File: config.mk
export PLATFORM = sky130hd
export DESIGN_NAME = sliding_window_median_unit
export DESIGN_NICKNAME = d
export VERILOG_FILES = /design/src/hdl/swm_pkg.sv /design/src/hdl/swm_cell.sv /design/src/hdl/sliding_window_median_unit.sv
export SDC_FILE = /design/constraint.sdc
export NUM_CORES = 2
export LEC_CHECK = 0
export ABC_AREA = 1
export CORE_MARGIN = 3
export CORE_UTILIZATION = 60
export DETAILED_ROUTE_END_ITERATION = 12
export DONT_BUFFER_PORTS = 1
export PLACE_DENSITY = 0.76
export SETUP_SLACK_MARGIN = 0.15
export SLEW_MARGIN = 10
export SYNTH_ARGS = -nofsm -noshare
export SYNTH_HDL_FRONTEND = slang
export SYNTH_SLANG_ARGS = --single-unit
File: constraint.sdc
create_clock -name clk -period 6.2 [get_ports clk]
set_input_delay 0.93 -clock clk [delete_from_list [all_inputs] [get_ports clk]]
set_output_delay 0.93 -clock clk [all_outputs]
set_load 0.03 [all_outputs]
File: src/hdl/swm_pkg.sv
// Shared types for the sliding window median unit.
package swm_pkg;

	typedef logic signed [15:0] sample_t;

	typedef struct packed {
		sample_t val;
		sample_t cval;
		logic    lc;
		sample_t hist;
	} swm_link_t;

endpackage

File: src/hdl/swm_cell.sv
// One cell of the sorted window: a sorted entry and one tap of the sample history.
module swm_cell (
	input  logic              clk,
	input  logic              arst_n,
	input  logic              en,
	input  logic              is_last,
	input  swm_pkg::sample_t  s,
	input  swm_pkg::sample_t  v_old,
	input  swm_pkg::swm_link_t left,
	input  swm_pkg::swm_link_t right,
	output swm_pkg::swm_link_t link
);
	import swm_pkg::*;

	sample_t val_q;
	sample_t hist_q;
	logic    gone;
	sample_t cval;
	logic    lc;
	sample_t val_d;

	// The oldest entry is the last one that holds the oldest sample's value.
	always_comb begin
		gone = ($signed(val_q) > $signed(v_old)) ||
			((val_q == v_old) && (is_last || (right.val != v_old)));
		cval = gone ? right.val : val_q;
		lc = !is_last && ($signed(cval) < $signed(s));
		if (lc) begin
			val_d = cval;
		end else if (left.lc) begin
			val_d = s;
		end else begin
			val_d = left.cval;
		end
	end

	always_ff @(posedge clk or negedge arst_n) begin
		if (!arst_n) begin
			val_q  <= '0;
			hist_q <= '0;
		end else if (en) begin
			val_q  <= val_d;
			hist_q <= left.hist;
		end
	end

	assign link = '{val: val_q, cval: cval, lc: lc, hist: hist_q};

endmodule

File: src/hdl/sliding_window_median_unit.sv
// Running median over a sliding window, built as a row of sorted-window cells.
//
// A request on the input channel (in_valid, in_ready, sample) carries one signed
// 16-bit sample. The block drops the oldest sample of the window, inserts the new
// one at its sorted place and presents the middle entry on the output channel
// (out_valid, out_ready, median). Every request gives exactly one result.
// Each cell holds one sorted entry and one tap of the sample history; all cells
// update together from their neighbors, so one sample per cycle is accepted while
// the receiver keeps up.
// The result appears the cycle after the request is accepted.
// The median is read straight from the middle cell, which doubles as the output
// register: while a result waits, in_ready is low, and it rises again in the
// cycle in which out_ready takes the pending result.
// Reset clears the window to zeros and leaves the output channel empty.
module sliding_window_median_unit #(
	parameter int WINDOW = 31
) (
	input  logic             clk,
	input  logic             arst_n,
	input  logic             in_valid,
	output logic             in_ready,
	input  swm_pkg::sample_t sample,
	output logic             out_valid,
	input  logic             out_ready,
	output swm_pkg::sample_t median
);
	import swm_pkg::*;

	localparam int MID = WINDOW / 2;

	swm_link_t links [WINDOW];
	logic      out_valid_q;
	logic      accept;
	swm_link_t head;
	swm_link_t tail;

	assign in_ready = !out_valid_q || out_ready;
	assign accept   = in_valid && in_ready;

	assign head = '{val: '0, cval: '0, lc: 1'b1, hist: sample};
	assign tail = '0;

	for (genvar i = 0; i < WINDOW; i++) begin : g_cell
		swm_cell u_cell (
			.clk     (clk),
			.arst_n  (arst_n),
			.en      (accept),
			.is_last (i == WINDOW - 1),
			.s       (sample),
			.v_old   (links[WINDOW-1].hist),
			.left    ((i == 0) ? head : links[(i == 0) ? 0 : i - 1]),
			.right   ((i == WINDOW - 1) ? tail : links[(i == WINDOW - 1) ? i : i + 1]),
			.link    (links[i])
		);
	end

	always_ff @(posedge clk or negedge arst_n) begin
		if (!arst_n) begin
			out_valid_q <= 1'b0;
		end else if (accept) begin
			out_valid_q <= 1'b1;
		end else if (out_ready) begin
			out_valid_q <= 1'b0;
		end
	end

	assign out_valid = out_valid_q;
	assign median    = links[MID].val;

endmodule

==> results.json <==
{
  "outcome": "finished with violations",
  "violations": "DRC",
  "globalplace.congestion": 1.01,
  "drt_wl_total_um": 286000,
  "vias_per_cell": 6.07,
  "initial_utilization_pct": 60.9,
  "rsz0062_at_grt": "no",
  "fmax_mhz": 172,
  "maxSlewHeadroom_pct": 25.4,
  "place_hpwl_um": 195000,
  "pin_count": 38,
  "yosysTopAreaCellShare_pct": 30.3,
  "worstPathMaxFanout": 21,
  "clock_sinks": 993,
  "drv_slew": 0,
  "port_buffers": 0,
  "min_period_ps": 5810,
  "syn_avg_cell_area_um2": 6.80,
  "r2r_cells": 24,
  "final.setup.tns_ps": 0,
  "fp.dieW_um": 376,
  "muxShareOfSynthArea_pct": 0.495,
  "nNetsFinal": 12700,
  "grt_usage_pct": 39.5,
  "cp.arrival_ps": 6510,
  "synth_xor_area_share_pct": 0.107,
  "drive_above_1_share_pct": 6.03,
  "hp-class": "input pin to async pin",
  "synth_cell_type_count": 47,
  "synth_compound_area_share_pct": 10.7,
  "yosysMostFrequentCell": "nand2_1",
  "synthFlopType": "dfrtp_1",
  "post-cts-setup-buffers": 0,
  "seq_area_frac_synth_pct": 30.3,
  "timing_hold_violations_final": 0,
  "grt_pass1_wl_um": 440000,
  "clock_latency_ps": 820,
  "tightest_slew_ps": 1120,
  "areaGrowthSynthToFinish_pct": 6.46,
  "ant_nets": 0,
  "grt_start_max_net_pins": 238,
  "ctsLongestPathBuffers": 3,
  "core_um2": 135000,
  "fin_crit_sh_pct": 93.8,
  "synth_edf_count": 0,
  "ys_top_cells_by_count": "nand2_1 (3,348), nand3_1 (1,976), inv_1 (1,570)",
  "grt.overflow.total": 0,
  "fill_cells": 12200,
  "first_pass_iters": 12,
  "crit_path_start": "g_cell[30].u_cell.hist_q[15]$_DFFE_PN0P_",
  "antenna_found_initial": 11,
  "cp-start-kind": "flop",
  "synth_fa_ha_area_share_pct": 14.2,
  "row_count": 134,
  "reg2reg_from": "g_cell[30].u_cell.hist_q[15]$_DFFE_PN0P_",
  "synth_area_um2": 82000,
  "drt-initial-drc-count": 10200,
  "netlist_top_cells_area": "dfrtp_1 (30%), nand2_1 (15%), ha_1 (14%), nand3_1 (12%), inv_1 (7.2%)",
  "worstSetupEndpointType": "flop",
  "grt_pass1_vias": 77200,
  "cts_buffers": 113,
  "dieArea_um2": 141000,
  "cts-root-buf": "clkbuf_16",
  "max_cap_violations": 0,
  "cp.required_ps": 6890,
  "cts_tree": "built",
  "criticalPathCategory": "flop to flop",
  "vias": 82900,
  "syn_nets": 13000,
  "setup_viol": 0,
  "h-tree-depth": 3,
  "yosysTopAreaCell": "dfrtp_1",
  "clkTransAtPathRegs_ps": 60,
  "synth_top_family_by_area": "simple AND/OR/NAND/NOR gates",
  "drc": 2,
  "synthSimpleGateAreaFrac_pct": 33.0,
  "synthCells": 12100,
  "fp.dieH_um": 376,
  "clock_skew_ps": 97.0,
  "wl_per_cell_um": 21.0,
  "ys_warn_count": 0,
  "async_reset_ff_share_pct": 100,
  "ys_seq_elements": 993
}
state kept, by name, summed over array words and instances (netlist names):
| signal | cells |
|---|---|
| g_cell.u_cell.hist_q | 496 |
| g_cell.u_cell.val_q | 496 |
| out_valid | 1 |
cell families (layout without fill, tap and decap cells):
logic type,count (synthesis),count (layout)
simple gates,6193,6193
buf+inv,2239,2046
compound gates,1658,1658
flops,993,993
fa+ha+maj,930,930
mux,36,36
xor+xnor,10,10
other cells,0,19
worst max-delay path, cell delays in order (launching register included):
cell,delay [ps]
dfrtp_1,390
inv_2,490
buf_4,370
ha_1,310
nand2_1,100
nor2_1,60
nand4_1,80
clkinv_1,110
nand4_2,150
clkinv_1,180
nand2_1,120
nand2_1,330
o21ai_0,720
ha_1,370
nand4_1,110
a21oi_1,70
a2111oi_0,390
buf_4,220
nand2_2,80
nand2_4,180
buf_4,290
nand3_1,250
nand2_1,120
inv_1,40
a21oi_1,130
metrics by stage:
| step | setup slack [ps] | util (%) | area, um^2 | instances | hold WS [ps] |
|---|---|---|---|---|---|
| after floorplan | 1590 | - | 82000 | 12100 | 442 |
| after global placement | 751 | 61.8 | 83200 | 13400 | 450 |
| after detailed placement | 614 | 61.8 | 83200 | 13400 | 453 |
| after CTS | 567 | 64.7 | 87200 | 13600 | 13.5 |
| after global routing | 176 | 64.8 | 87200 | 13600 | 26.8 |
| final | 386 | 64.8 | 87300 | 13700 | 13.8 |
final timing paths:
path	end	slack [ps]
setup / recovery	g_cell[8].u_cell.val_q[13]$_DFFE_PN0P_	390
max in group asynchronous	g_cell[30].u_cell.val_q[6]$_DFFE_PN0P_	3600
hold / removal	g_cell[25].u_cell.val_q[12]$_DFFE_PN0P_	10
hold reg to reg	g_cell[27].u_cell.hist_q[7]$_DFFE_PN0P_	430
min in group clk	g_cell[24].u_cell.val_q[8]$_DFFE_PN0P_	390
setup reg to reg	g_cell[8].u_cell.val_q[13]$_DFFE_PN0P_	390
metal layers:
layer,vias up,global-route usage [%],wire length (um)
li1,38700,-,-
met1,38300,51.2,111000
met2,4599,60.4,124000
met3,1209,9.49,31900
met4,8,22.6,19000
met5,-,0,87
final cells by class:
type	count	area, um^2	area share [%]
multi-input combinational	8827	47900	54.9
sequential	993	24900	28.5
inverter	1607	6050	6.93
clock buffer	165	3330	3.82
timing repair buffer	232	2230	2.55
tap	1768	2210	2.53
clock inverter	42	609	0.698
antenna	19	47.5	0.0545
placed cells by master, fill, tap and decap left out, types with 31 or more instances in the layout:
| cell | count |
|---|---|
| nand3_1 | 1976 |
| ha_1 | 930 |
| nand2_2 | 82 |
| nor2_1 | 528 |
| nand3_2 | 36 |
| clkbuf_16 | 113 |
| a21oi_1 | 634 |
| clkbuf_8 | 31 |
| nor3_1 | 43 |
| buf_4 | 197 |
| o21ai_0 | 854 |
| inv_1 | 1545 |
| dfrtp_1 | 992 |
| nand2_1 | 3345 |
| inv_2 | 40 |
| nand3b_1 | 74 |
| nand4_1 | 37 |
| a211oi_1 | 49 |
| mux2_2 | 36 |
repair_timing:
item,CTS,global route
endpoints found under the setup margin,0,55
hold endpoints to repair,76,1
hold buffers,1,1
resized for setup,0,5
Power is left out: the tool's default activity adds up to more than one toggle a clock period on the data nets, which glitch-free logic cannot reach.
